--- config.mk ---
export PLATFORM = sky130hd
export DESIGN_NAME = brb_queue
export DESIGN_NICKNAME = d
export VERILOG_FILES = /design/src/rtl/brb_pkg.sv /design/src/rtl/brb_queue.sv
export SDC_FILE = /design/constraint.sdc
export NUM_CORES = 1
export LEC_CHECK = 0
export ABC_AREA = 1
export BUFFER_PORTS_ARGS = -buffer_cell sky130_fd_sc_hd__buf_4
export CAP_MARGIN = 20
export CORE_MARGIN = 4
export CORE_UTILIZATION = 30
export CTS_CLUSTER_SIZE = 10
export DETAILED_ROUTE_END_ITERATION = 8
export PLACE_DENSITY = 0.57
export SLEW_MARGIN = 20
export SYNTH_ARGS = -nofsm -noshare
export SYNTH_HDL_FRONTEND = slang
export SYNTH_SLANG_ARGS = --single-unit
--- constraint.sdc ---
create_clock -name clk -period 1.9 [get_ports clk]
set_input_delay 0.38 -clock clk [delete_from_list [all_inputs] [get_ports clk]]
set_output_delay 0.38 -clock clk [all_outputs]
set_load 0.1 [all_outputs]
--- src/rtl/brb_pkg.sv ---
// Shared types and constants for the byte ring buffer with peek.
package brb_pkg;

  localparam int BYTE_W     = 8;
  localparam int CNT_W      = 7;
  localparam int SIZE_W     = 11;
  localparam int STAT_W     = 10;
  localparam int SIZE_RESET = 1024;

  typedef enum logic [1:0] {
    CMD_WRITE = 2'd0,
    CMD_READ  = 2'd1,
    CMD_PEEK  = 2'd2,
    CMD_CLEAR = 2'd3
  } cmd_t;

  typedef enum logic {
    ST_IDLE  = 1'b0,
    ST_BURST = 1'b1
  } state_t;

  typedef struct packed {
    logic [1:0]        command;
    logic [BYTE_W-1:0] in_byte;
    logic [CNT_W-1:0]  request_count;
  } in_item_t;

  typedef struct packed {
    logic [BYTE_W-1:0] out_byte;
    logic              has_byte;
    logic              accepted;
    logic [CNT_W-1:0]  moved_count;
    logic [STAT_W-1:0] used_count;
    logic [STAT_W-1:0] free_count;
    logic              last;
  } out_item_t;

  // Decoded request as it travels from the front end to the executor.
  typedef struct packed {
    cmd_t              cmd;
    logic [BYTE_W-1:0] data;
    logic [CNT_W-1:0]  req;
  } op_t;

endpackage

--- src/rtl/brb_queue.sv ---
// Two-entry request queue between the front end and the executor.
module brb_queue (
  input  logic         clk,
  input  logic         rst_n,
  input  logic         push_valid,
  output logic         push_ready,
  input  brb_pkg::op_t push_op,
  output logic         pop_valid,
  input  logic         pop_ready,
  output brb_pkg::op_t pop_op
);

  brb_pkg::op_t q_r [2];
  logic         wp_r, wp_nxt;
  logic         rp_r, rp_nxt;
  logic [1:0]   cnt_r, cnt_nxt;
  logic         push, pop;

  assign push_ready = (cnt_r != 2'd2);
  assign pop_valid  = (cnt_r != 2'd0);
  assign pop_op     = q_r[rp_r];
  assign push       = push_valid && push_ready;
  assign pop        = pop_valid && pop_ready;

  always_comb begin
    wp_nxt  = push ? ~wp_r : wp_r;
    rp_nxt  = pop ? ~rp_r : rp_r;
    cnt_nxt = cnt_r;
    if (push && !pop) begin
      cnt_nxt = cnt_r + 2'd1;
    end else if (pop && !push) begin
      cnt_nxt = cnt_r - 2'd1;
    end
  end

  always_ff @(posedge clk) begin
    if (!rst_n) begin
      wp_r  <= 1'b0;
      rp_r  <= 1'b0;
      cnt_r <= 2'd0;
    end else begin
      wp_r  <= wp_nxt;
      rp_r  <= rp_nxt;
      cnt_r <= cnt_nxt;
    end
  end

  always_ff @(posedge clk) begin
    if (push) begin
      q_r[wp_r] <= push_op;
    end
  end

endmodule

After elaboration in Yosys (flattened, before gate mapping)
Memories as Yosys holds them, arrays and structs flattened. A register that Yosys moved wholly into a read port is not among the register bits.
Index checks and enable logic that the tools add are counted.
{"block": "op_classes", "n_div": 0, "magnitude_cmp": 0, "addsub": 2, "n_mul": 0, "reduce_logical": 8, "eq_ne": 1, "mux": 6, "bitwise_logic": 2, "n_shift": 0}
{"cell": "$logic_and 1x1->1", "n": 4}
{"cell": "$mux 1", "n": 4}
{"cell": "$mux 2", "n": 2}
{"cell": "$reduce_bool 2->1", "n": 2}
{"cell": "$add 2x1->2 const B", "n": 1}
{"cell": "$logic_not 1->1", "n": 2}
{"cell": "$ne 2x2->1 const B", "n": 1}
{"cell": "$not 1->1", "n": 2}
{"cell": "$sub 2x1->2 const B", "n": 1}
{"block": "word_totals", "ram_bits": 34, "memories": 1, "rom_bits": 0, "wordCells": 23, "inputBits": 21, "register_bits": 4, "output_inout_bits": 19, "latchBits": 0}
{"name": "q_r", "words": 2, "word_bits": 17, "read_ports": 1, "rd_clocked_by_memory_dff": 1, "wr": 1, "line_no": "brb_queue.sv:13", "text": "brb_pkg::op_t q_r [2];"}

Logic depth before layout (Yosys ltp)
Gate-level depths: netlist of the first run.
{"block": "logic_depth", "depth_word": 6, "ltp_mapped": 11, "ltp_nobuf": 11}

Worst setup path after synthesis of the first run
No wires, ideal clock.
{"block": "synth_timing", "path_kind": "register -> register", "from": "register cnt_r[0]", "to": "memory q_r[0][0] (netlist name), enable pin", "path_stages_with_launch": 5, "required_ns": 1.509, "arrival_time_ns": 2.069, "period_less_slack_ns": 2.459, "n_path_buf": 0, "setup_ns": 0.391, "setup_slack_ns": -0.559, "path_cell_list": "dfxtp_1 > inv_2 > nand2_1 > nand2_1 > nor2_1"}
{"block": "synth_via", "elab_chain_len": 4}
{"item": "from (decl)", "line_no": "brb_queue.sv:16", "text": "logic [1:0] cnt_r, cnt_nxt;"}
{"item": "from (signal assigned)", "line_no": "brb_queue.sv:44", "text": "cnt_r <= cnt_nxt;"}
{"item": "$ne 2x2->1", "line_no": "brb_queue.sv:19", "text": "assign push_ready = (cnt_r != 2'd2);"}
{"item": "via push_ready", "line_no": "brb_queue.sv:6", "text": "output logic push_ready,"}
{"item": "$logic_and 1x1->1", "line_no": "brb_queue.sv:22", "text": "assign push = push_valid && push_ready;"}
{"item": "$mux 1", "line_no": "brb_queue.sv:49", "text": "if (push) begin"}
{"item": "$mux 1 (implied by the code)", "line_no": "brb_queue.sv:50", "text": "q_r[wp_r] <= push_op;"}
{"item": "to (decl)", "line_no": "brb_queue.sv:13"}
The timed path passes the listed nets, and every way through them passes these cells.

==> impl_metrics.tcl, run 1 <==
set metrics [dict create \
    core_area_sq_um 4820 \
    min_period_over_period_pct 94.1 \
    required_ns 1.52 \
    seq_power_share_pct 34.5 \
    number_of_flops_mapped_to_enable_cells_by_yosys 34 \
    grt_pass1_vias 908 \
    maxSlewViolCount 0 \
    synth_flop_cell "edfxtp_1" \
    overall_routing_resource_usage_pct 8.80 \
    hold_ws_ns 0.280 \
    start_kind "register" \
    grt_antenna_before_repair 0 \
    pin_count_of_the_biggest_net_entering_global_routing 13 \
    p_clk_share_pct 15.5 \
    instances_no_fill 208 \
    globalRoute.totalOverflow 0 \
    max_slew.worst_pin.slew_ns 0.381 \
    ys_ff_latch 39 \
    max_freq_mhz 559 \
    worst_setup_path_type "register to primary output" \
    maxCapViolations 0 \
    fin_crit_ns 1.79 \
    largest_cells_by_area_after_synthesis "edfxtp_1 (67%), mux2_4 (9.9%), dfxtp_1 (6.6%)" \
    drt-wirelength-per-cell_um 12.4 \
    final_area_sq_um 2000 \
    final_layout_size_suffix_gt1_share_pct 53.2 \
    via_count 857 \
    yosysUniqueCellTypes 16 \
    detailedRoute.firstPassIterationCount 4 \
    synthDominantAreaCellType "edfxtp_1" \
    io_buffers 39 \
    timing.clock.skew_ns 0.00769 \
    grt_pass1_wl_mm 4.24 \
    static_leakage_nw 0.810 \
    fillers 461 \
    switching_share_pct 46.8 \
    start_util_pct 31.6 \
    finalSetupViolations 0 \
    crit_path_max_fanout 9 \
    clk_latency_ns 0.28 \
    synth-async-reset-ratio_pct 0 \
    cp-end-kind "primary output" \
    setup_repair_after_global_routing_missed_its_margin "false" \
    num_antenna_cells 0 \
    post-place-cells 200 \
    cts_made_buffers 5 \
    cts.root.buffer_cell "clkbuf_8" \
    syn_area_per_cell_sq_um 16.9 \
    clock_tree.buffer_depth 2 \
    finalWorstSetupSlack_ns 0.111 \
    irDropWorstVdd_mv 0.918 \
    post_dp_cell_area_sq_um 1920 \
    cts_tree "built" \
    hold_violations 0 \
    cts_hold_repair.buffers 0 \
    dp.final_hpwl_mm 2.00 \
    detail_route.drc_violations 0 \
    synth.top_cells.by_count "edfxtp_1 (34), mux2_4 (10), nand2_1 (9)" \
    slew_headroom_pct 74.6 \
    area_growth_from_synthesis_to_layout_pct 31.7 \
    setup_total_negative_slack_ns 0 \
    power.share.combinational_pct 50.0 \
    vias_per_cell 4.12 \
    drt.antenna.violating_nets 0 \
    number_of_rows_in_the_core_area 25 \
    hold_path_class "input pin to register" \
    pwr_density_cell_nw_per_um2 1650 \
    run_status "finished clean" \
    cts.repair_timing.setup_buffer_count 0 \
    cts.clk_slew.worst_paths_ns 0.07 \
    nets 162 \
    cts_sinks 39 \
    clock_tree.htree_level_count 2 \
    die_width_um 79.2 \
    netlist_area_sq_um 1520 \
    routed_wl_mm 2.57 \
    post_synth_top_area_share_pct 67.1 \
    detailedRoute.firstIterationViolations 36 \
    finalWeightedCongestion 0.627 \
    syn_nets 112 \
    worstPathArrival_ns 1.41 \
    boundaryPins 40 \
    yosysMostFrequentCell "edfxtp_1" \
    ys_seq_area_share_pct 73.7 \
    die_h_um 79.2 \
    synth_cells 90 \
    switching_power_mw 1.55 \
    synth-warning-count 0 \
    design.die.area_sq_um 6280 \
    pre_cts_slack_ns 0.351 \
    power_report.internal_total_mw 1.76 \
]
-- worst max-delay path, cell delays in order (launching register included) --
cell and delay [ns]:
dfxtp_2 0.36, buf_4 0.21, mux2_4 0.32, buf_4 0.23
-- final cells by class --
class	instances	area (sq um)	share of cell area, %
clock inverters	3	15.0	0.749
repair buffers	45	338	16.9
multi-input cells	41	347	17.3
clock buffers	5	68.8	3.43
flip-flops and latches	39	1120	56.0
inverters	8	30.0	1.50
well taps	67	83.8	4.18
-- metal layers --
metal	global-route usage (%)	part of all wire, %
met1	10.8	45
met2	13.9	45
met4	2.06	0.39
met5	0	0
met3	4.42	9.6
-- through the flow --
step,utilization [%],power (mW)
finish,41.6,3.31
global route,41.6,3.46
CTS,41.6,3.35
detailed placement,39.8,2.83
global placement,39.8,2.80
floorplan,-,2.52
-- power by group through the flow --
stage                     combinational, mW  clock, mW  sequential (mW)
final                                  1.66      0.514             1.14
after global routing                   1.74      0.571             1.16
after CTS                              1.68      0.531             1.14
after detailed placement               1.67          0             1.16
after global placement                 1.64          0             1.15
after floorplan                        1.37          0             1.14
-- sequential cells by signal, indices dropped and copies added, names as in the netlist, named ones only --
register  flops
cnt_r         2
wp_r          1
rp_r          1
q_r          34
-- worst paths after layout --
| check | start | endpoint | slack [ns] | depth (start not counted) |
|---|---|---|---|---|
| setup / recovery | register | pop_op[0] | 0.11 | 3 |
| setup reg to reg | cnt_r[0]$_SDFFE_PN0P_ | q_r[1][9]$_DFFE_PP_ | 0.41 | 5 |
| hold / removal | push_op[16] | q_r[0][16]$_DFFE_PP_ | 0.28 | 1 |
| hold reg to reg | wp_r$_SDFFE_PN0P_ | wp_r$_SDFFE_PN0P_ | 0.51 | 2 |
-- placed cells by master (no fill, tap or decap) --
master / count
nand4_1: 1
nor2_2: 2
o21a_1: 1
mux2_4: 10
nand2_2: 1
mux2_2: 7
dfxtp_2: 1
dfxtp_1: 4
ha_1: 1
clkinv_2: 3
edfxtp_1: 34
inv_2: 1
a21oi_1: 1
nand3_1: 1
nor2_1: 6
o21ai_0: 2
nand2_1: 8
inv_1: 7
buf_4: 45
clkbuf_8: 5
-- cells by family after synthesis --
family	count (synthesis)	share of synthesized area, %
and+or+nand+nor	19	4.93
adders and majority gates	1	0.822
DFF	39	73.7
buffers and inverters	10	4.03
muxes	17	15.0
AOI/OAI and AO/OA	4	1.48
-- repair_timing --
| action | 4_1_cts | 5_1_grt |
|---|---|---|
| hold endpoints to repair | 0 | 0 |
| setup endpoints to repair | 0 | 12 |
| resized for setup | 0 | 1 |
No activity file was read; power rests on OpenSTA's default activity.
==> inputs of run 2 (changes only) <==
- BUFFER_PORTS_ARGS: -buffer_cell sky130_fd_sc_hd__buf_4 -> not set
- CORE_MARGIN: 4 -> 5
- DONT_BUFFER_PORTS: not set -> 1
- PLACE_DENSITY: 0.57 -> 0.51
==> run 2 against run 1 <==
  * Count of clock-buffer cells in the layout rose by 1
  * Wire length fell by 1.2%
  * Worst hold slack got worse by 0.091 ns
  * Final area fell by 4.3%
  * Critical path depth did not move
  * Fmax rose by 0.56%
  * First-iteration DRC count fell by 19%
  * Register-to-register slack improved by 0.02 ns
  * Cell count fell by 13%
  * Flip-flop and latch count did not move
  * Non-clock buffer count fell by 30
  * Worst setup slack improved by 0.0099 ns
==> impl_metrics.tcl, run 2 (synthesis gave the netlist of run 1 again) <==
set metrics [dict create \
    drt.antenna.violating_nets 0 \
    most_frequent_cells_in_the_layout "edfxtp_1 (34), mux2_4 (10), nand2_1 (8), buf_4 (8)" \
    grt_pass1_wl_mm 3.97 \
    crit_path_max_fanout 11 \
    detailedRoute.firstPassIterationCount 3 \
    cts.repair_timing.setup_buffer_count 0 \
    worst-r2r-cell-count 10 \
    detail_route.drc_violations 0 \
    r2r_end "cnt_r[1]$_SDFFE_PN0P_" \
    worstPathArrival_ns 1.40 \
    cts_hold_repair.buffers 0 \
    min_period_over_period_pct 93.6 \
    clk_latency_ns 0.28 \
    design.die.area_sq_um 6600 \
    max_slew.worst_pin.slew_ns 0.299 \
    cp-end-kind "primary output" \
    detailedRoute.firstIterationViolations 29 \
    postCtsResizedCells 0 \
    pin_count_of_the_biggest_net_entering_global_routing 13 \
    largest_register_ff_count 34 \
    timing.rr.start "cnt_r[0]$_SDFFE_PN0P_" \
    grt_pass1_vias 810 \
    start_util_pct 30.4 \
    finalWeightedCongestion 0.661 \
    routed_wl_mm 2.54 \
    cts_made_buffers 5 \
    reg2reg_setup_slack_ns 0.43 \
    required_ns 1.52 \
    timing.critical_path.to "pop_op[10]" \
    globalRoute.totalOverflow 0 \
    area_growth_from_synthesis_to_layout_pct 26.1 \
    largest_regs "q_r x34, cnt_r x2" \
    clock_tree.htree_level_count 2 \
    final_common_cell "edfxtp_1" \
    io_buffers 0 \
    slew_headroom_pct 80.2 \
    num_antenna_cells 0 \
    maxSlewViolCount 0 \
    max_freq_mhz 562 \
    hold_path_class "input pin to register" \
    boundaryPins 40 \
    biggest_register "q_r" \
    cts_sinks 39 \
    timing.clock.skew_ns 0.00316 \
    run_status "finished clean" \
    hold_violations 0 \
    worst_setup_path_type "register to primary output" \
    fin_crit_ns 1.78 \
    core_area_sq_um 5010 \
    via_count 750 \
    finalSetupViolations 0 \
    setup_total_negative_slack_ns 0 \
    die_width_um 81.2 \
    maxCapViolations 0 \
    overall_routing_resource_usage_pct 8.38 \
    final_layout_size_suffix_gt1_share_pct 38.7 \
    cts.root.buffer_cell "clkbuf_8" \
    nets 132 \
    critPathMaxStageDelay_ns 0.39 \
    cts.clk_slew.worst_paths_ns 0.07 \
    dp.final_hpwl_mm 1.90 \
    critical_path.cell_chain "buf_4 > mux2_2 > buf_12" \
    setup_repair_after_global_routing_missed_its_margin "false" \
    critical-path-slowest-cell "mux2_2" \
    drt-wirelength-per-cell_um 14.0 \
    cts_tree "built" \
    die_h_um 81.2 \
    number_of_rows_in_the_core_area 26 \
    vias_per_cell 4.14 \
    grt_antenna_before_repair 0 \
    clock_tree.buffer_depth 2 \
    start_kind "register" \
]
run 2: layout make-up:
type | instances | area [sq um]
fill | 481 | 3090
sequential | 39 | 1120
multi-input combinational | 41 | 347
timing repair buffer | 15 | 200
tap | 70 | 87.6
clock buffer | 6 | 72.6
clock inverter | 2 | 60.1
inverter | 8 | 30.0
run 2: worst min-delay path by stage:
stage                                  from                   to  depth (start not counted)
after floorplan           rp_r$_SDFFE_PN0P_             register                          2
after global placement           push_op[2]  q_r[0][2]$_DFFE_PP_                          0
after detailed placement         push_op[0]  q_r[1][0]$_DFFE_PP_                          0
after CTS                        push_op[6]  q_r[0][6]$_DFFE_PP_                          0
after global routing             push_op[6]  q_r[0][6]$_DFFE_PP_                          0
final                            push_op[2]  q_r[0][2]$_DFFE_PP_                          0
run 2: through the flow:
stage	utilization, %	hold slack, ns	instance area [sq um]	setup slack, ns	instances
2_1_floorplan	-	0.467	1530	0.00213	90
3_3_place_gp	35.6	0.479	1790	0.428	173
3_5_place_dp	35.6	0.479	1790	0.410	173
4_1_cts	38.3	0.172	1920	0.0880	181
5_1_grt	38.3	0.162	1920	0.0717	181
6_report	38.3	0.189	1920	0.121	181
run 2: critical path: cells and delay by family (launching register included):
kind     cells  cell delay [ns]
buf+inv      2             0.40
mux          1             0.39
flops        1             0.33
run 2: per-layer routing:
metal	routed length (um)	share of wire [%]	GRT usage (%)
met1	995	39	8.76
met2	1200	47	13.3
met3	312	12	5.43
met4	36	1.4	3.55
met5	0	0	0
Power of run 2 is not shown: default switching activity piles up to over one toggle a cycle in this logic, so the estimate is an artifact.
