File: config.mk
export PLATFORM = sky130hd
export DESIGN_NAME = brb_front
export DESIGN_NICKNAME = d
export VERILOG_FILES = /design/src/rtl/brb_pkg.sv /design/src/rtl/brb_front.sv
export SDC_FILE = /design/constraint.sdc
export NUM_CORES = 1
export LEC_CHECK = 0
export BUFFER_PORTS_ARGS = -buffer_cell sky130_fd_sc_hd__buf_2
export CAP_MARGIN = 20
export CORE_UTILIZATION = 35
export DETAILED_ROUTE_END_ITERATION = 10
export GPL_TIMING_DRIVEN = 0
export PLACE_DENSITY_LB_ADDON = 0.2
export SLEW_MARGIN = 5
export SYNTH_ARGS = -nofsm -noshare
export SYNTH_HDL_FRONTEND = slang
export SYNTH_SLANG_ARGS = --single-unit
File: constraint.sdc
create_clock -name clk -period 2 [get_ports clk]
set_input_delay 0.1 -clock clk [delete_from_list [all_inputs] [get_ports clk]]
set_output_delay 0.1 -clock clk [all_outputs]
set_load 0.02 [all_outputs]
File: src/rtl/brb_pkg.sv
// Shared types and constants for the byte ring buffer with peek.
package brb_pkg;

  localparam int BYTE_W     = 8;
  localparam int CNT_W      = 7;
  localparam int SIZE_W     = 11;
  localparam int STAT_W     = 10;
  localparam int SIZE_RESET = 1024;

  typedef enum logic [1:0] {
    CMD_WRITE = 2'd0,
    CMD_READ  = 2'd1,
    CMD_PEEK  = 2'd2,
    CMD_CLEAR = 2'd3
  } cmd_t;

  typedef enum logic {
    ST_IDLE  = 1'b0,
    ST_BURST = 1'b1
  } state_t;

  typedef struct packed {
    logic [1:0]        command;
    logic [BYTE_W-1:0] in_byte;
    logic [CNT_W-1:0]  request_count;
  } in_item_t;

  typedef struct packed {
    logic [BYTE_W-1:0] out_byte;
    logic              has_byte;
    logic              accepted;
    logic [CNT_W-1:0]  moved_count;
    logic [STAT_W-1:0] used_count;
    logic [STAT_W-1:0] free_count;
    logic              last;
  } out_item_t;

  // Decoded request as it travels from the front end to the executor.
  typedef struct packed {
    cmd_t              cmd;
    logic [BYTE_W-1:0] data;
    logic [CNT_W-1:0]  req;
  } op_t;

endpackage

File: src/rtl/brb_front.sv
// Front end: accept requests, decode the command and saturate the burst length.
module brb_front #(
  parameter int MAX_BURST = 64
) (
  input  logic              clk,
  input  logic              rst_n,
  input  logic              in_valid,
  output logic              in_ready,
  input  brb_pkg::in_item_t in_data,
  output logic              op_valid,
  input  logic              op_ready,
  output brb_pkg::op_t      op
);

  logic         op_valid_r, op_valid_nxt;
  brb_pkg::op_t op_r, op_nxt;
  logic         take;

  assign in_ready = !op_valid_r || op_ready;
  assign take     = in_valid && in_ready;
  assign op_valid = op_valid_r;
  assign op       = op_r;

  always_comb begin
    op_valid_nxt = op_valid_r;
    op_nxt       = op_r;
    if (op_valid_r && op_ready) begin
      op_valid_nxt = 1'b0;
    end
    if (take) begin
      op_valid_nxt = 1'b1;
      op_nxt.cmd   = brb_pkg::cmd_t'(in_data.command);
      op_nxt.data  = in_data.in_byte;
      // clamp the burst length to the longest run supported
      if (in_data.request_count > brb_pkg::CNT_W'(MAX_BURST)) begin
        op_nxt.req = brb_pkg::CNT_W'(MAX_BURST);
      end else begin
        op_nxt.req = in_data.request_count;
      end
    end
  end

  always_ff @(posedge clk) begin
    if (!rst_n) begin
      op_valid_r <= 1'b0;
    end else begin
      op_valid_r <= op_valid_nxt;
    end
  end

  always_ff @(posedge clk) begin
    op_r <= op_nxt;
  end

endmodule

Word-level counts from Yosys, hierarchy flattened. Cells that the tools add are included.

Register bits after elaboration: 18. Input bits: 21. Logic and storage cells: 12.

$lt $le $gt $ge: 1. Multiplexer cells: 2. Reductions and logical operators: 5.

Operator list (count): $gt 7x7->1 const B (1); $logic_and 1x1->1 (2); $mux 1 (2); $reduce_bool 2->1 (1); $logic_not 1->1 (1); $logic_or 1x1->1 (1).

Longest topological paths before layout. Gate-level depths: netlist of run 1.

Word-level depth: 4. Depth in mapped cells: 2.

Worst setup path before layout of run 1. No wires, ideal clock.

Path kind: reg2reg. Start: register op_valid_r (netlist: op_valid). End: register op_r, in the netlist op[0] (enable). Setup time: 314 ps. Data arrival time: 777 ps. Data required time: 1686 ps. Path slack: 909 ps. Stages on the path, launching flop included: 3. Path buffers: 0. Cell sequence: dfxtp_1 > nand2b_4 > and2_4.

Word-level cells in the longest chain between the ends: 3.

RTL lines: from (decl) (RTL line brb_front.sv:15) `logic op_valid_r, op_valid_nxt;`; from (signal assigned) (RTL line brb_front.sv:47) `op_valid_r <= op_valid_nxt;`; $logic_not 1->1 (RTL line brb_front.sv:19) `assign in_ready = !op_valid_r || op_ready;`; $logic_or 1x1->1 (RTL line brb_front.sv:19); net in_ready (RTL line brb_front.sv:8) `output logic in_ready,`; $logic_and 1x1->1 (RTL line brb_front.sv:20) `assign take = in_valid && in_ready;`; to (signal assigned) (RTL line brb_front.sv:52) `op_r <= op_nxt;`; to (decl) (RTL line brb_front.sv:16) `brb_pkg::op_t op_r, op_nxt;`.

The timed path passes the listed nets, and every way through them passes these cells. A chain may end at the register's enable or synchronous reset.

Worst setup path in the final report of run 1.
Start: register op_valid_r (netlist: op_valid). End: register op_r, in the netlist op[16] (enable).

Word-level cells in the longest chain between the ends: 3.

RTL lines (RTL line): $logic_not 1->1 (brb_front.sv:19); $logic_or 1x1->1 (brb_front.sv:19); $logic_and 1x1->1 (brb_front.sv:20).

No other way between the ends.

==> impl_metrics.json, run 1 <==
{
  "outcome": "finished, violations left",
  "violations": "design-rule violations",
  "tightest_slew_ns": 0.2153,
  "grt_usage_pct": 12.49,
  "grt_pass1_vias": 417,
  "hold_class": "input pin to flop",
  "synth.area.top_cells": "edfxtp_1 (84%), nor2b_1 (6.2%), dfxtp_1 (3.3%)",
  "syn-num-nets": 50,
  "yosysTopAreaCellShare_pct": 83.78,
  "reg2reg_slack_ns": 1.0,
  "final_util_pct": 61.00,
  "fmax_mhz": 997.3,
  "synth_edf_count": 17,
  "gp_congestion": 0.6104,
  "die_area_um2": 1912,
  "postRouteAntennaNets": 0,
  "cts_made_buffers": 3,
  "drt-initial-drc-count": 10,
  "drc": 2,
  "synth.avg_cell_area_um2": 21.01,
  "cts_tree": "yes",
  "r2r_start": "op_valid",
  "ys_ff_latch": 18,
  "period_needed_ns": 1.003,
  "synth-main-ff-cell": "edfxtp_1",
  "maxCapViolations": 0,
  "drive_gt1_share_pct": 54.88,
  "arrival_ns": 0.98,
  "synthCells": 29,
  "io_pins": 40,
  "ys_types": 8,
  "synth_warnings": 0,
  "synth_commonest_cells": "edfxtp_1 (17), nor2b_1 (6)",
  "mappedNetlistArea_um2": 609.3,
  "yosysMostFrequentCell": "edfxtp_1",
  "layout_setup_ws_ns": 0.9973,
  "grt_max_degree": 18,
  "die_x_um": 43.73,
  "clock_path_buffers": 2,
  "setup_tns_ns": 0,
  "p_per_area_nw_per_um2": 756.3,
  "antennaDiodeCount": 0,
  "power_mw": 0.7192,
  "clk_pin_slew_worst_paths_ns": 0.09,
  "reg2reg_to": "op[16]",
  "htreeDepth": 1,
  "yosys.area.top_type": "edfxtp_1",
  "coreArea_um2": 1559,
  "hold_path_startpoint": "rst_n",
  "num_vias": 426,
  "relSlewSlack_pct": 85.64,
  "clock_latency_ns": 0.28,
  "fin_crit_sh_pct": 50.14,
  "grt_pass1_wl_um": 1662,
  "yosysSeqAreaShare_pct": 87.06,
  "portBuffers": 39,
  "viasPerCell": 4.347,
  "postCtsSetupBuffers": 0,
  "reg2reg_depth": 2,
  "cp-start-kind": "flop",
  "nets": 104,
  "rsz0062_at_grt": "no",
  "area_growth_pct": 56.06,
  "dp_slack_ns": 1.001,
  "num_rows": 14,
  "setup_viol": 0,
  "crit_required_ns": 1.98,
  "whs_endpoint": "op_valid",
  "cts_sinks": 18,
  "crit_fanout": 17,
  "antenna_found_initial": 0,
  "cts-root-buf": "clkbuf_4",
  "wl_um": 1026,
  "grt.overflow.total": 0,
  "cts_resized": 0,
  "leakagePower_nw": 0.4212,
  "async_flop_share_pct": 0,
  "ir_drop_v": 0.0004153,
  "whs_path_depth": 2,
  "slew_violations": 0,
  "critPathKind": "flop to flop",
  "skew_ns": 0.003721,
  "firstDrtPassIters": 7,
  "crit_path_end_kind": "flop",
  "hold_viol_final": 0,
  "start_util_pct": 39.09,
  "wire_per_inst_um": 10.47,
  "die_y_um": 43.73
}
[metrics by stage]
stage	area, µm²	hold slack [ns]	std cells
after floorplan	609.3	0.1989	29
after global placement	824.5	0.2782	84
after detailed placement	824.5	0.2785	84
after CTS	950.9	0.04354	98
after global routing	950.9	0.03599	98
final	950.9	0.04697	98
[metal layers]
layer	up-vias	track usage, %	part of all wire, %
met4	0	6.875	0
met5	-	0	0
met2	24	22.39	57
met3	0	4.167	9.4
li1	211	-	-
met1	191	12.53	34
[logic make-up (layout without fill, tap and decap cells)]
logic type	Yosys count	count (layout)	synth area share [%]
simple gates	8	8	9.857
flops	18	18	87.06
compound gates	1	1	1.848
buf+inv	2	55	1.231
[area by class of cell]
cell class	instances	area, µm²
fillers	122	608.1
clock inverters	1	3.754
multi-input cells	9	71.32
clock buffers	3	22.52
plain buffers	1	3.754
inverters	1	3.754
well taps	16	20.02
repair buffers	49	295.3
flip-flops and latches	18	530.5
[how the worst max path moves through the flow]
stage                           to  slack, ns  cells past startpoint  startpoint
after floorplan              op[0]       0.91                      2    op_valid
after global placement      op[13]       1.01                      2    op_valid
after detailed placement    op[14]       1.00                      2    op_valid
after CTS                   op[16]       0.99                      2    op_valid
after global routing      in_ready       0.96                      2    op_valid
final                       op[16]        1.0                      2    op_valid
[flip-flops by register name (all words and copies together), names as in the netlist]
signal	count
op	17
op_valid	1
[critical path, cell delays in order, from the launching register on]
cell	delay, ns
dfxtp_1	0.34
nand2b_4	0.08
and2_4	0.28
[placed cells by master (no fill, tap or decap), drive strengths merged]
cell          n
buf          39
edfxtp       17
dlygate4sd3  10
nor2b         6
clkbuf        4
nand2b        1
and2          1
inv           1
a21boi        1
clkinv        1
dfxtp         1
[timing repair]
action,CTS,global route
hold buffers,10,0
endpoints found under the setup margin,0,0
hold endpoints to repair,10,0
[power breakdown]
part	internal [mW]	switching, mW	total [mW]
registers	0.438	0.00533	0.444
logic	0.0490	0.0562	0.105
clock network	0.0723	0.0978	0.170
(Power assumes the default switching activity.)
==> run 2: changes to the inputs <==
--- a/config.mk
+++ b/config.mk
@@ -5,6 +5,7 @@
 export SDC_FILE = /design/constraint.sdc
 export NUM_CORES = 1
 export LEC_CHECK = 0
+export ABC_AREA = 1
 export BUFFER_PORTS_ARGS = -buffer_cell sky130_fd_sc_hd__buf_2
 export CAP_MARGIN = 20
 export CORE_UTILIZATION = 35
==> constraint.sdc (replaced) <==
create_clock -name clk -period 0.92 [get_ports clk]
set_input_delay 0.046 -clock clk [delete_from_list [all_inputs] [get_ports clk]]
set_output_delay 0.046 -clock clk [all_outputs]
set_load 0.02 [all_outputs]
==> run 2 against run 1 <==
  * Sequential cell count is the same
  * Largest cell class unchanged
  * Area after synthesis grew 4.3%
  * Register-to-register slack lost 1.1 ns
  * Highest routed layer is now met4
  * The run ends with negative setup slack left
  * First-iteration DRC count shrank 40%
  * Hold slack gained 0.023 ns
  * Sequential power grew 120%
==> impl_metrics.json, run 2 <==
{
  "cp_num_buf_inv": 1,
  "tightest_slew_ns": 0.1348,
  "firstDrtPassIters": 6,
  "rsz0062_at_grt": "yes",
  "final_util_pct": 61.98,
  "layout_commonest_cell": "buf_2",
  "dp.final_hpwl_um": 746.4,
  "fmax_mhz": 1023,
  "arrival_ns": 0.98,
  "drive_gt1_share_pct": 51.58,
  "grt_pass1_vias": 437,
  "cts_sinks": 18,
  "setup_tns_ns": -0.9600,
  "clock_path_buffers": 2,
  "antenna_found_initial": 0,
  "num_vias": 480,
  "area_growth_pct": 66.54,
  "nets": 117,
  "cpMaxStageDelayCell": "dfxtp_4",
  "critPathKind": "flop to flop",
  "clock_latency_ns": 0.28,
  "drc": 0,
  "final_area_um2": 1059,
  "crit_fanout": 17,
  "die_area_um2": 1991,
  "yosysTopAreaCellShare_pct": 80.31,
  "crit_path_end_kind": "flop",
  "htreeDepth": 1,
  "cp-start-kind": "flop",
  "io_pins": 40,
  "yosys.area.top_type": "edfxtp_1",
  "crit_required_ns": 0.92,
  "hold_ws_ns": 0.06996,
  "num_rows": 15,
  "async_flop_share_pct": 0,
  "ys_types": 10,
  "grt.overflow.total": 0,
  "antennaDiodeCount": 0,
  "coreArea_um2": 1708,
  "ys_ff_latch": 18,
  "synth_warnings": 0,
  "synth.area.top_cells": "edfxtp_1 (80%), inv_1 (4.7%), a21oi_1 (3.1%)",
  "cp_top_family": "flip-flops",
  "portBuffers": 39,
  "syn-num-nets": 61,
  "n_fill_cell": 142,
  "cp_cell_sequence": "a21oi_4, buf_12",
  "start_util_pct": 37.22,
  "ir_drop_v": 0.0006852,
  "die_y_um": 44.62,
  "yosysMostFrequentCell": "edfxtp_1",
  "place_area_um2": 877.1,
  "wire_per_inst_um": 9.858,
  "startpoint": "op_valid",
  "p_per_area_nw_per_um2": 1534,
  "reg2reg_slack_ns": -0.06,
  "largest_register_ffs": 17,
  "period_needed_ns": 0.9779,
  "layout_setup_ws_ns": -0.05795,
  "die_x_um": 44.62,
  "slew_violations": 0,
  "clk_pin_slew_worst_paths_ns": 0.10,
  "power_mw": 1.624,
  "cts_tree": "yes",
  "endpoint": "op[16]",
  "synth_edf_count": 17,
  "gp_congestion": 0.6404,
  "cts-root-buf": "clkbuf_4",
  "viasPerCell": 4.000,
  "maxCapViolations": 0,
  "synth-main-ff-cell": "edfxtp_1",
  "drt-initial-drc-count": 6,
  "crit_cells": 2,
  "synth_commonest_cells": "edfxtp_1 (17), inv_1 (8), a21oi_1 (4)",
  "relSlewSlack_pct": 90.99,
  "leakagePower_nw": 0.4771,
  "reg2reg_depth": 2,
  "mappedNetlistArea_um2": 635.6,
  "mostFrequentLayoutCells": "buf_2 (35), edfxtp_1 (17), dlygate4sd3_1 (11)",
  "synth.avg_cell_area_um2": 15.89,
  "outcome": "finished, violations left",
  "skew_ns": 0.001426,
  "max_stage_delay_ns": 0.37,
  "setup_viol": 17,
  "grt_max_degree": 18,
  "yosysSeqAreaShare_pct": 83.46,
  "cts_made_buffers": 3,
  "violations": "negative setup slack",
  "hold_class": "input pin to flop",
  "synthCells": 40,
  "hold_viol_final": 0,
  "wl_um": 1183,
  "postRouteAntennaNets": 0,
  "r2r_start": "op_valid",
  "grt_pass1_wl_um": 1738,
  "grt_usage_pct": 12.62,
  "fin_crit_sh_pct": 106.3,
  "reg2reg_to": "op[16]"
}
[run 2: cell count changes after synthesis]
cell / before / now
a21boi_0: 0 / 1
a21boi_2: 1 / 0
a21oi_1: 0 / 4
and2_4: 1 / 0
inv_1: 1 / 8
nand2_1: 0 / 1
nand2b_4: 1 / 0
nand3_2: 0 / 1
nor2_1: 0 / 3
nor2_2: 0 / 3
nor2b_1: 6 / 0
[run 2: worst min-delay path: stages]
cell and delay [ns]:
buf_2 0.09, inv_1 0.03, nor2_1 0.07
[run 2: cell type report]
cell class              instances  area [µm²]  share of cell area [%]
inverters                       8       30.03                   2.837
clock buffers                   3       22.52                   2.128
repair buffers                 51       350.3                   33.10
clock inverters                 1       3.754                  0.3546
multi-input cells              13       82.58                   7.801
well taps                      25       31.28                   2.955
plain buffers                   1       3.754                  0.3546
flip-flops and latches         18       534.3                   50.47
[run 2: worst min-delay path by stage]
stage / start / endpoint / slack (ns) / cells past startpoint
global placement: in_data[12] / op[12] / 0.22 / 1
floorplan: in_data[10] / op[10] / 0.14 / 0
CTS: in_data[0] / op[0] / 0.07 / 3
global route: in_valid / op_valid / 0.09 / 3
finish: in_data[0] / op[0] / 0.07 / 3
detailed placement: in_data[15] / op[15] / 0.22 / 1
[run 2: cells by family after synthesis]
group	share of synthesized area [%]
buffers and inverters	5.315
and+or+nand+nor	6.889
DFF	83.46
AOI/OAI and AO/OA	4.331
[run 2: timing repair]
item / 4_1_cts / 5_1_grt
buffers inserted: 1 / 0
pin swaps: 1 / 0
gates cloned: 0 / 0
gates resized for setup: 2 / 6
endpoints found under the setup margin: 18 / 21
hold buffers: 11 / 0
endpoints found under the hold margin: 11 / 0
[run 2: stage by stage]
step	setup slack, ns	cells
finish	-0.05795	120
global route	-0.06905	120
CTS	-0.04992	120
detailed placement	-0.2528	104
global placement	-0.2410	104
floorplan	-0.1645	40
[run 2: power by group]
part / internal, mW / leakage (nW) / switching [mW]
Sequential: 0.953 / 0.175 / 0.0137
Clock: 0.157 / 0.0154 / 0.231
Combinational: 0.129 / 0.287 / 0.141
[run 2: routing by layer]
layer,up-vias,wire (µm),part of all wire [%],global-route usage [%]
li1,247,-,-,-
met1,208,458,39,11.32
met2,23,643,54,23.24
met3,2,63,5.3,4.898
met4,0,17,1.4,7.879
met5,-,0,0,0
==> run 3: changes to the inputs <==
--- a/config.mk
+++ b/config.mk
@@ -8,7 +8,9 @@
 export ABC_AREA = 1
 export BUFFER_PORTS_ARGS = -buffer_cell sky130_fd_sc_hd__buf_2
 export CAP_MARGIN = 20
-export CORE_UTILIZATION = 35
+export CELL_PAD_IN_SITES_DETAIL_PLACEMENT = 1
+export CELL_PAD_IN_SITES_GLOBAL_PLACEMENT = 1
+export CORE_UTILIZATION = 27
 export DETAILED_ROUTE_END_ITERATION = 10
 export GPL_TIMING_DRIVEN = 0
 export PLACE_DENSITY_LB_ADDON = 0.2
==> run 3 against run 2 <==
  * The run still ends with negative setup slack left
  * Clock skew about the same
  * Critical endpoint is now op[2]
  * Die area increased by 28%
  * First-iteration DRC count increased by 50%
  * Via count increased by 1.3%
  * Register-to-register slack about the same
  * Combinational power decreased by 2%
  * Critical path type unchanged
  * Global-route usage decreased by 1.3 points
  * Final area decreased by 1.4%
  * Sequential power about the same
  * Sequential cell count unchanged
  * Core utilization decreased by 15 points
  * Hold slack improved by 0.0047 ns
==> impl_metrics.json, run 3 (synthesized netlist as in run 2, its figures left out) <==
{
  "outcome": "finished, violations left",
  "violations": "negative setup slack",
  "crit_required_ns": 0.92,
  "cts_made_buffers": 3,
  "layout_setup_ws_ns": -0.06268,
  "setup_tns_ns": -1.042,
  "tightest_slew_ns": 0.1288,
  "hold_path_startpoint": "in_data[0]",
  "cp-start-kind": "flop",
  "slew_violations": 0,
  "crit_fanout": 17,
  "cp_num_buf_inv": 1,
  "cts_tree": "yes",
  "num_vias": 486,
  "setup_viol": 18,
  "nets": 117,
  "antenna_found_initial": 0,
  "wire_per_inst_um": 10.87,
  "clock_latency_ns": 0.28,
  "rsz0062_at_grt": "yes",
  "clk_pin_slew_worst_paths_ns": 0.10,
  "num_rows": 17,
  "fmax_mhz": 1018,
  "gp_congestion": 0.6281,
  "dp_slack_ns": -0.2825,
  "largest_register_ffs": 17,
  "postRouteAntennaNets": 0,
  "crit_path_end_kind": "flop",
  "cpMaxStageDelayCell": "dfxtp_4",
  "layout_commonest_cell": "buf_2",
  "reg2reg_slack_ns": -0.06,
  "relSlewSlack_pct": 91.34,
  "mostFrequentLayoutCells": "buf_2 (38), edfxtp_1 (17), dlygate4sd3_1 (11)",
  "hold_class": "input pin to flop",
  "cp_top_family": "flip-flops",
  "antennaDiodeCount": 0,
  "die_x_um": 50.52,
  "cp_cell_sequence": "a21oi_4, buf_12",
  "dp.final_hpwl_um": 940.3,
  "final_util_pct": 47.17,
  "fin_cells": 123,
  "viasPerCell": 3.951,
  "cts-root-buf": "clkbuf_4",
  "startpoint": "op_valid",
  "grt_pass1_wl_um": 2056,
  "period_needed_ns": 0.9827,
  "fin_crit_sh_pct": 106.8,
  "arrival_ns": 0.99,
  "htreeDepth": 1,
  "drc": 0,
  "area_growth_pct": 64.17,
  "grt_pass1_vias": 481,
  "grt_max_degree": 18,
  "drive_gt1_share_pct": 51.58,
  "n_fill_cell": 249,
  "skew_ns": 0.001100,
  "coreArea_um2": 2212,
  "clock_path_buffers": 2,
  "place_area_um2": 880.8,
  "final-seq-area_um2": 534.3,
  "leakagePower_nw": 0.4710,
  "ir_drop_v": 0.0006999,
  "multi_input_area_um2": 82.58,
  "hold_viol_final": 0,
  "wl_um": 1337,
  "firstDrtPassIters": 2,
  "p_per_area_nw_per_um2": 1546,
  "max_stage_delay_ns": 0.37,
  "final_area_um2": 1044,
  "drt-initial-drc-count": 9,
  "maxCapViolations": 0,
  "start_util_pct": 28.73,
  "grt.overflow.total": 0,
  "grt_usage_pct": 11.33,
  "die_y_um": 50.52,
  "dpl.cell_count": 107,
  "portBuffers": 39,
  "die_area_um2": 2552,
  "critPathKind": "flop to flop",
  "r2r_start": "op_valid",
  "cts_sinks": 18,
  "io_pins": 40
}
==> run 3: cell count changes in the layout (fill, tap and decap cells not counted) <==
cell and delta:
buf_2 +3, buf_6 -3
==> run 3: cell type report <==
class,instances,share of cell area (%)
sequential,18,51.20
timing repair buffer,51,31.77
buffer,1,0.3597
tap,28,3.357
clock inverter,1,0.3597
clock buffer,3,2.158
multi-input combinational,13,7.914
inverter,8,2.878
==> run 3: metal layers <==
metal  global-route usage (%)  wire length, µm  up-vias  share of wire, %
met2                    21.33              740       21                55
met3                    2.727               81        0               6.1
met1                    12.02              515      221                39
li1                         -                -      244                 -
met5                        0                0        -                 0
met4                    4.167                0        0                 0
==> run 3: stage by stage <==
step                      total power, mW  hold slack, ns
after detailed placement            1.201          0.2243
after global routing                1.690          0.1055
after global placement              1.194          0.2234
final                               1.613         0.07468
after CTS                           1.639         0.06903
after floorplan                     1.096          0.1449
==> run 3: tightest hold or removal path, delay by kind of cell <==
kind	cells	cell delay (ns)
buffers and inverters	2	0.13
AND/OR/NAND/NOR	1	0.07
==> run 3: path summary, 6_finish.rpt <==
| check | end | cells after the start |
|---|---|---|
| setup reg to reg | op[2] | 2 |
| setup / recovery | op[2] | 2 |
| hold / removal | op[0] | 3 |
| hold reg to reg | op_valid | 2 |
==> run 3: repair_timing <==
item,CTS,global route
pin swaps,1,0
hold buffers,11,0
endpoints found under the setup margin,18,19
setup buffers,1,0
hold endpoints to repair,11,0
gates resized for setup,2,0
==> run 3: where the power goes <==
part	switching [mW]	internal, mW
logic	0.143	0.121
clock network	0.226	0.157
registers	0.0132	0.952
total	0.383	1.23
